### config.mk
export PLATFORM = sky130hd
export DESIGN_NAME = nct_ram
export DESIGN_NICKNAME = d
export VERILOG_FILES = /design/src/rtl/core/nct_ram.sv
export SDC_FILE = /design/constraint.sdc
export NUM_CORES = 1
export LEC_CHECK = 0
export BUFFER_PORTS_ARGS = -buffer_cell sky130_fd_sc_hd__buf_2
export CORE_MARGIN = 1.5
export CORE_UTILIZATION = 65
export CTS_CLUSTER_DIAMETER = 30
export DETAILED_ROUTE_END_ITERATION = 12
export PLACE_DENSITY = 0.82
export SLEW_MARGIN = 20
export SYNTH_ARGS = -nofsm -noshare
export SYNTH_HDL_FRONTEND = slang
export SYNTH_SLANG_ARGS = --single-unit
export TNS_END_PERCENT = 30
### constraint.sdc
create_clock -name i_clk -period 3.86 [get_ports i_clk]
set_clock_uncertainty 0.1 [all_clocks]
set_input_delay 0.772 -clock i_clk [delete_from_list [all_inputs] [get_ports i_clk]]
set_output_delay 0.772 -clock i_clk [all_outputs]
set_load 0.01 [all_outputs]
### src/rtl/core/nct_ram.sv
module nct_ram #(
    parameter int unsigned WIDTH = 16,
    parameter int unsigned DEPTH = 32
) (
    input  logic                     i_clk,
    input  logic                     i_we,
    input  logic [$clog2(DEPTH)-1:0] i_waddr,
    input  logic [WIDTH-1:0]         i_wdata,
    input  logic [$clog2(DEPTH)-1:0] i_raddr,
    output logic [WIDTH-1:0]         o_rdata
);
    logic [WIDTH-1:0] r_mem [DEPTH];
    logic [WIDTH-1:0] r_rdata;

    always_ff @(posedge i_clk) begin
        if (i_we) begin
            r_mem[i_waddr] <= i_wdata;
        end
        r_rdata <= r_mem[i_raddr];
    end

    assign o_rdata = r_rdata;
endmodule

# After elaboration in Yosys (flattened, before gate mapping)
# Memories as Yosys holds them, arrays and structs flattened. A register that Yosys moved wholly into a read port is not among the register bits.
# Index checks and enable logic that the tools add are counted.
# op_classes
n_mux,2
# ops
cell,count
2-to-1 mux 1 bit,2
# totals
ff_bits,0
ramBits,512
out_inout_bits,16
memories,1
# memory_table
memory,words,word_bits,read_ports,rd_clocked_by_memory_dff,wr,line_no,source
r_mem,32,16,1,1,1,12,logic [WIDTH-1:0] r_mem [DEPTH];

# Depth between registers and ports, before layout
# Gate-level depths: netlist (run 1).
# depth
word_depth,2
ltp_mapped,8

# Worst setup path before layout (run 1)
# OpenSTA, ideal clock, no wires.
# synth_path
kind,input to register
from,input i_waddr[1]
to,memory r_mem[12][0] (enable)
t_arrival_ns,2.124
t_required_ns,3.372
slack_ns,1.248
stages,3
path_cell_list,or3b_2 -> clkbuf_1 -> nor2_1
# synth_lines
element,line_no,source
start: declaration,7,"input logic [$clog2(DEPTH)-1:0] i_waddr,"
end: declaration,12,
# No word-level cell before the write port.

==> results of run 1 <==
==> logic make-up after synthesis <==
kind of cell	synth area share, %
flip-flops	76.43
multiplexers	12.48
AND/OR/NAND/NOR	3.491
AO/OA/AOI/OAI	4.972
buffers and inverters	2.632
==> Yosys cell counts <==
cell and instances:
a22oi_1 64, dfxtp_1 16, a31oi_1 16, nand3b_1 5, or2_1 1, or3b_2 3, mux2i_1 256, nand2_1 33
nor3_1 16, a21oi_1 32, or3_1 1, nor2_1 33, nand2b_1 2, nor2b_1 2, buf_4 19, nand3_1 34
buf_12 5, edfxtp_1 512, nand4_1 16, buf_2 19, and2_1 1, clkbuf_1 12, nor2_4 1, buf_8 6
a22o_1 32, buf_6 6
==> metal layers <==
metal / vias up / share of wire [%] / wire length [um]
met4: 4 / 3.6 / 1739
met3: 146 / 10 / 4924
met1: 5763 / 38 / 18020
met5: - / 0.048 / 23
li1: 4819 / - / -
met2: 853 / 48 / 23100
==> cell type report <==
type	count	area [um^2]	area share, %
repair buffers	91	648.1	2.682
flip-flops and latches	528	15700	64.95
well taps	396	495.5	2.051
clock inverters	61	799.5	3.309
clock buffers	96	2208	9.139
multi-input cells	548	4317	17.86
==> sequential cells by signal (all words and copies together), names as in the netlist <==
signal,count
o_rdata,16
r_mem,512
==> worst max-delay path, delay by kind of cell <==
family	cells	cell delay, ps
and+or+nand+nor	2	150
muxes	1	380
buffers and inverters	2	870
AOI/OAI and AO/OA	2	440
==> metrics by stage <==
| stage | instance area (um^2) | worst slack (ps) | utilization [%] | power, W |
|---|---|---|---|---|
| detailed placement | 21160 | 1025 | 68.62 | 0.007111 |
| global placement | 21160 | 1009 | 68.62 | 0.007088 |
| floorplan | 20540 | 1248 | - | 0.006883 |
| global route | 24160 | 1485 | 78.38 | 0.01521 |
| CTS | 24160 | 1534 | 78.38 | 0.01490 |
| finish | 24160 | 1508 | 78.38 | 0.01488 |
==> path summary, 6_finish.rpt <==
kind                            slack, ps         end  cells after the start
worst min register to register        520  o_rdata[7]                      4
worst max register to register       2300  o_rdata[5]                      5
worst max-delay path                 1510  o_rdata[6]                      7
worst min-delay path                  520  o_rdata[7]                      4
==> power groups by stage <==
| stage | Clock (W) | Sequential (W) | Combinational [W] |
|---|---|---|---|
| after floorplan | 0 | 0.00652 | 0.000358 |
| after global placement | 0 | 0.00652 | 0.000566 |
| after detailed placement | 0 | 0.00653 | 0.000585 |
| after CTS | 0.00788 | 0.00642 | 0.000601 |
| after global routing | 0.00815 | 0.00642 | 0.000640 |
| final | 0.00785 | 0.00642 | 0.000609 |
==> cell usage in the layout (no fill, tap or decap), types with 7 or more instances in the layout <==
cell        instances
a21oi_1            32
a22o_1             32
a22oi_1            64
a31oi_1            16
buf_2              42
buf_4              43
bufinv_16          14
clkbuf_1            7
clkbuf_16          85
clkinv_1            9
clkinv_2            8
clkinvlp_4         12
dfxtp_1            16
edfxtp_1          512
inv_6               9
mux2i_1           256
nand2_1            33
nand3_1            34
nand4_1            16
nor2_1             33
nor3_1             16
==> summary.txt, run 1 <==
DIE AREA -> 32,670 um^2
number of synthesized register bits -> 528
Die Span X -> 180.7 um
crit path cell chain -> buf_8 -> buf_12 -> mux2i_1 -> a22o_1 -> nor3_1 -> a31oi_1 -> nand3_1
max-slew violation count -> 0
GR Util met3 -> 5.704%
top cells by area, synth -> edfxtp_1, mux2i_1, a22oi_1, dfxtp_1, a22o_1
vias in the first global route -> 11,770
Internal Power -> 0.01169 W
final hold vios -> 0
GR Overflow Total -> 0
Num CTS Buffers -> 85
total setup buffers inserted after CTS -> 0
global-route wire length before repair -> 71.21 mm
post-synthesis cell area -> 20,540 um^2
Area Overhead vs Synth -> 17.66%
Post-Syn Instances -> 1,143
Iter 0 DRT Violations -> 1,461
syn_nets -> 1,171
synthesized area per cell -> 17.97 um^2
Via-to-Cell Ratio -> 6.735
CP max stage cell -> buf_12
Max VDD drop -> 0.0004842 V
WS Path Type -> primary input to flip-flop
Finished Layout Cells -> 1,720
Pre-antenna DRT Iters -> 6
worst skew pair latency -> 590 ps
largest net degree at the start of global routing -> 87
max_cap viols -> 0
largest area contributor in the netlist -> edfxtp_1
Worst Path Max Fanout -> 86
Setup TNS -> 0 ps
Setup crit end kind -> flip-flop
Resized Gates After CTS -> 0
CTS Root Cell -> clkbuf_16
RSZ-0062 raised after global routing -> false
status -> finished, final reports clean
placed cells -> 1,563
setup violation total in the final timing report -> 0
Slew headroom -> 45.46%
Core ar. -> 30,830 um^2
Clock power frac -> 52.8%
fin crit share -> 60.94%
hold_ws -> 521.3 ps
Tmin final -> 2352 ps
share of cells above drive strength 1 -> 18.05%
number of remaining DRC errors -> 0
Routed WL -> 47.81 mm
Slew @ Worst Pin -> 818.1 ps
crit-path max cell delay -> 510 ps
number of port buffers -> 43
Detail Route Antenna Nets -> 0
crit path launch type -> primary input
Worst Path Arrival -> 2700 ps
Seq/Total Area, Yosys -> 76.43%
clk slew on worst S/H paths -> 50 ps
sequential share of power -> 43.1%
GP Congestion -> 0.7964
Setup crit start -> i_raddr[0]
combinational share of power -> 4.1%
hold path start -> r_mem[10][7]
Sw Pwr -> 0.003186 W
GRT Total Usage -> 29.60%
Via Count -> 11,590
Netlist cell types -> 26
CTS Hold Bufs -> 0
CTS H-Tree Depth -> 3
HPWL after DPL -> 25.40 mm
initial antenna violation count -> 2
I/O pin count -> 44
# rows -> 64
WL/cell -> 27.79 um
CTS tree -> built
Req. time, crit path -> 4210 ps
reg2reg start -> r_mem[0][5]
M1 GR Usage -> 40.04%
Lkg Pwr -> 8.678 nW
Max Buffers Root-to-Sink -> 3
Final #Nets -> 1,282
Hold WC Path Type -> flip-flop to flip-flop
# diodes -> 0
met2 global-route usage -> 47.80%
Die Y -> 180.7 um
initial core utilization -> 66.61%
global route hottest layer -> met2
YS warnings -> 0
share of the synthesized area in the top cell type -> 74.87%
switching fraction of total power -> 21.42%
Cell Pwr Density -> 615.7 nW/um^2
clock sinks -> 528
filler instances -> 1,474
Max Clk Rate -> 425.1 MHz
Power figures use the tool's default switching activity.
==> run 2, diff against run 1 <==
Settings changed: CORE_UTILIZATION 65 to 62, PLACE_DENSITY 0.82 to 0.79.
Clock period 3.86 ns to 2.2 ns, I/O delays scaled along.
==> summary.txt, run 2 (synthesized netlist as in run 1, its figures left out) <==
status -> finished, final reports clean
number of port buffers -> 43 (unchanged)
reg2reg start -> r_mem[0][2]
Max Buffers Root-to-Sink -> 3 (unchanged)
Worst Path Arrival -> 2200 ps (-500 ps)
Finished Layout Cells -> 1,818 (+5.7%)
Routed WL -> 49.65 mm (+3.9%)
Core ar. -> 32,540 um^2 (+5.5%)
initial antenna violation count -> 0 (-2)
HPWL after DPL -> 28.15 mm (+11%)
# diodes -> 0 (unchanged)
RSZ-0062 raised after global routing -> false
max_cap viols -> 0 (unchanged)
CTS H-Tree Depth -> 3 (unchanged)
Slew @ Worst Pin -> 749.8 ps (-68.29 ps)
reg-to-reg slack, setup -> 430 ps (-1870 ps)
total setup buffers inserted after CTS -> 0 (unchanged)
final instance area -> 24,810 um^2 (+2.7%)
placed cells -> 1,670 (+6.8%)
Lkg Pwr -> 9.026 nW (+4.0%)
max reg flops -> 512 (unchanged)
max-slew violation count -> 0 (unchanged)
Setup crit end kind -> flip-flop
Max VDD drop -> 0.001079 V (+120%)
Max Clk Rate -> 559.7 MHz
GP Congestion -> 0.8283 (+4.0%)
hold path start -> i_raddr[4]
Die Y -> 185.0 um (+2.4%)
vias in the first global route -> 11,860 (+0.74%)
WS Path Type -> primary input to flip-flop
crit path launch type -> primary input
leading cell type in the layout, fill and taps excluded -> edfxtp_1
WL/cell -> 27.31 um (-1.7%)
Cell Pwr Density -> 1031 nW/um^2 (+67%)
DP Area -> 21,990 um^2 (+3.9%)
Req. time, crit path -> 2610 ps (-1600 ps)
Slew headroom -> 50.01% (+4.6 points)
Hold WC Path Type -> primary input to flip-flop
final hold vios -> 0 (unchanged)
largest net degree at the start of global routing -> 41 (-53%)
CTS tree -> built
Iter 0 DRT Violations -> 1,341 (-8.2%)
Area Overhead vs Synth -> 20.82%
Resized Gates After CTS -> 0 (unchanged)
setup violation total in the final timing report -> 0 (unchanged)
clock sinks -> 528 (unchanged)
most frequent cells in the layout -> edfxtp_1, mux2i_1, clkbuf_16
Tmin final -> 1787 ps
DIE AREA -> 34,220 um^2 (+4.8%)
global-route wire length before repair -> 73.44 mm (+3.1%)
Final #Nets -> 1,339 (+4.4%)
largest reg by FF count -> r_mem
CTS Hold Bufs -> 0 (unchanged)
Pre-antenna DRT Iters -> 6 (unchanged)
I/O pin count -> 44 (unchanged)
fin crit share -> 81.21%
Via-to-Cell Ratio -> 6.481 (-3.8%)
Die Span X -> 185.0 um (+2.4%)
Worst Path Max Fanout -> 23 (-73%)
Via Count -> 11,780 (+1.7%)
GRT Total Usage -> 30.10% (+0.50 points)
Num CTS Buffers -> 81 (-4.7%)
worst skew pair latency -> 580 ps (about the same)
Detail Route Antenna Nets -> 0 (unchanged)
GR Overflow Total -> 0 (unchanged)
initial core utilization -> 63.12% (-3.5 points)
share of cells above drive strength 1 -> 21.80% (+3.8 points)
# rows -> 66 (+3.1%)
CTS Root Cell -> clkbuf_16
Setup crit start -> i_raddr[0]
number of remaining DRC errors -> 0 (unchanged)
clk slew on worst S/H paths -> 50 ps (about the same)
==> run 2: report_power, final <==
group | internal, W | total, W | switching, W
Sequential | 0.0112 | 0.0113 | 0.0000597
Combinational | 0.000445 | 0.00122 | 0.000773
Clock | 0.00853 | 0.0131 | 0.00458
Total | 0.0202 | 0.0256 | 0.00541
==> run 2: per-layer routing <==
metal  part of all wire (%)  GRT usage, %
met5                      0             0
met2                     49         49.61
met3                     11         7.118
met1                     37         38.88
met4                    3.6         12.13
==> run 2: layout make-up <==
class / instances / area, um^2
flip-flops and latches: 528 / 15700
fillers: 1743 / 7724
multi-input cells: 548 / 4332
clock buffers: 95 / 2173
repair buffers: 152 / 1406
clock inverters: 53 / 653.1
well taps: 442 / 553.0
==> run 2: through the flow <==
stage	total power [W]	worst slack, ps	util [%]	hold WS [ps]	setup TNS [ps]
floorplan	0.01208	-80.02	-	438.9	-9805
global placement	0.01259	2.820	67.57	472.3	0
detailed placement	0.01262	-34.82	67.57	509.4	-35.60
CTS	0.02564	397.2	76.26	174.8	0
global route	0.02618	401.4	76.26	196.6	0
finish	0.02559	413.5	76.26	205.7	0
==> run 2: path summary, 6_finish.rpt <==
kind | end | cells past startpoint
max reg2reg | o_rdata[2] | 7
min | o_rdata[5] | 3
min reg2reg | o_rdata[7] | 4
max | o_rdata[12] | 8
==> run 2: worst max-delay path, stage by stage <==
cell and delay (ps):
buf_8 200, buf_12 200, buf_12 220, buf_4 230
mux2i_1 140, a22oi_1 390, nand4_1 220, nand3_1 130
==> run 3, diff against run 2 <==
Clock period 2.2 ns to 1.8 ns, I/O delays scaled along.
==> summary.txt, run 3 (synthesized netlist as in run 1, its figures left out) <==
most frequent cells in the layout -> edfxtp_1, mux2i_1, clkbuf_16
leading cell type in the layout, fill and taps excluded -> edfxtp_1
CP max stage cell -> dfxtp_1
DIE AREA -> 34,220 um^2 (unchanged)
Num CTS Buffers -> 86 (+6.2%)
max_cap viols -> 0 (unchanged)
filler instances -> 1,620 (-7.1%)
hold path start -> i_wdata[10]
CTS Hold Bufs -> 0 (unchanged)
WL/cell -> 26.60 um (-2.6%)
GR Overflow Total -> 0 (unchanged)
final setup margin -> 99.05 ps (-314.4 ps)
RSZ-0062 raised after global routing -> false
Iter 0 DRT Violations -> 1,491 (+11%)
total setup buffers inserted after CTS -> 0 (unchanged)
Pre-antenna DRT Iters -> 6 (unchanged)
Worst Path Max Fanout -> 1 (-96%)
CTS tree -> built
Final #Nets -> 1,345 (+0.45%)
clock sinks -> 528 (unchanged)
GRT Total Usage -> 29.39% (-0.71 points)
Tmin final -> 1701 ps
Multi-input gate area -> 4397 um^2 (+1.5%)
Slew @ Worst Pin -> 678.4 ps (-71.40 ps)
max-slew violation count -> 0 (unchanged)
Die Span X -> 185.0 um (unchanged)
FF-to-FF path depth -> 7 (unchanged)
initial antenna violation count -> 2 (+2)
crit path cell chain -> buf_2
initial core utilization -> 63.12% (unchanged)
CTS Root Cell -> clkbuf_16
number of port buffers -> 43 (unchanged)
reg-to-reg slack, setup -> 210 ps (-220 ps)
I/O pin count -> 44 (unchanged)
largest reg by FF count -> r_mem
Routed WL -> 48.67 mm (-2.0%)
setup violation total in the final timing report -> 0 (unchanged)
GP Congestion -> 0.8236 (-0.57%)
# diodes -> 0 (unchanged)
fin crit share -> 94.50%
WS Path Type -> flip-flop to output port
worst skew pair latency -> 610 ps (+30 ps)
final hold vios -> 0 (unchanged)
Via Count -> 11,630 (-1.3%)
Worst Hold Path EP -> r_mem[23][10]
final core occ -> 77.95% (+1.7 points)
Lkg Pwr -> 9.120 nW (+1.0%)
Setup crit end kind -> output port
reg2reg start -> r_mem[6][13]
CTS H-Tree Depth -> 3 (unchanged)
vias in the first global route -> 11,840 (-0.16%)
DP Area -> 22,400 um^2 (+1.9%)
FF-to-FF End -> o_rdata[13]
Resized Gates After CTS -> 0 (unchanged)
Req. time, crit path -> 1340 ps (-1270 ps)
Reg area -> 15,700 um^2 (unchanged)
final instance area -> 25,360 um^2 (+2.2%)
Via-to-Cell Ratio -> 6.354 (-2.0%)
max reg flops -> 512 (unchanged)
Area Overhead vs Synth -> 23.50%
Slew headroom -> 54.77% (+4.8 points)
clk slew on worst S/H paths -> 60 ps (about the same)
Setup crit start -> o_rdata[9]
delay-heaviest family, CP -> flip-flops
Max VDD drop -> 0.0008389 V (-22%)
Worst Path Buf+Inv -> 1 (-3)
pre-CTS setup slack -> -198.1 ps (-163.3 ps)
total power draw -> 0.03179 W (+24%)
Worst Hold Depth -> 1 (-2)
Cell Pwr Density -> 1253 nW/um^2 (+22%)
largest net degree at the start of global routing -> 33 (-20%)
crit path launch type -> flip-flop
Hold WC Path Type -> primary input to flip-flop
HPWL after DPL -> 26.86 mm (-4.6%)
Die Y -> 185.0 um (unchanged)
Max Buffers Root-to-Sink -> 3 (unchanged)
crit-path max cell delay -> 450 ps (+60 ps)
# rows -> 66 (unchanged)
Detail Route Antenna Nets -> 0 (unchanged)
number of remaining DRC errors -> 0 (unchanged)
Max Clk Rate -> 587.9 MHz
status -> finished, final reports clean
global-route wire length before repair -> 72.44 mm (-1.4%)
Core ar. -> 32,540 um^2 (unchanged)
share of cells above drive strength 1 -> 23.20% (+1.4 points)
Worst Path Arrival -> 1240 ps (-960 ps)
==> run 3: changes by cell type in the layout (fill, tap and decap cells not counted), moves of 3 or more <==
cell,previous run,this run
clkinvlp_4,4,17
inv_6,5,11
bufinv_16,12,9
clkbuf_16,84,87
nor2_1,27,19
nor2_4,1,10
buf_4,80,54
clkinv_2,17,7
buf_12,29,56
==> run 3: power breakdown <==
part           internal (W)  switching, W
logic              0.000591      0.000922
clock network        0.0105       0.00603
registers            0.0137     0.0000833
==> run 3: routing by layer <==
metal | track usage [%] | part of all wire [%] | up-vias
met5 | 0 | 0.060 | -
met3 | 6.252 | 8.3 | 121
met1 | 38.04 | 38 | 5874
met4 | 13.50 | 3.5 | 4
met2 | 48.17 | 50 | 679
li1 | - | - | 4949
==> run 3: how the worst max path moves through the flow <==
| stage | end | slack [ps] | cells after the start |
|---|---|---|---|
| 6_report | o_rdata[9] | 100 | 1 |
| 5_1_grt | o_rdata[9] | 80 | 1 |
| 4_1_cts | o_rdata[9] | 80 | 1 |
| 3_5_place_dp | o_rdata[2] | -200 | 7 |
| 3_3_place_gp | o_rdata[2] | -190 | 7 |
| 2_1_floorplan | r_mem[1][0] | -230 | 2 |
==> run 3: cell type report <==
cell class	count	area share, %
clock buffers	98	8.905
clock inverters	61	2.787
multi-input cells	548	17.34
flip-flops and latches	528	61.88
well taps	442	2.181
repair buffers	153	6.907
==> run 3: through the flow <==
stage,hold WS [ps],setup TNS [ps],cells
after floorplan,358.9,-39450,1143
after global placement,477.7,-6751,1671
after detailed placement,491.0,-9937,1671
after CTS,134.2,0,1830
after global routing,175.0,0,1830
final,165.0,0,1830
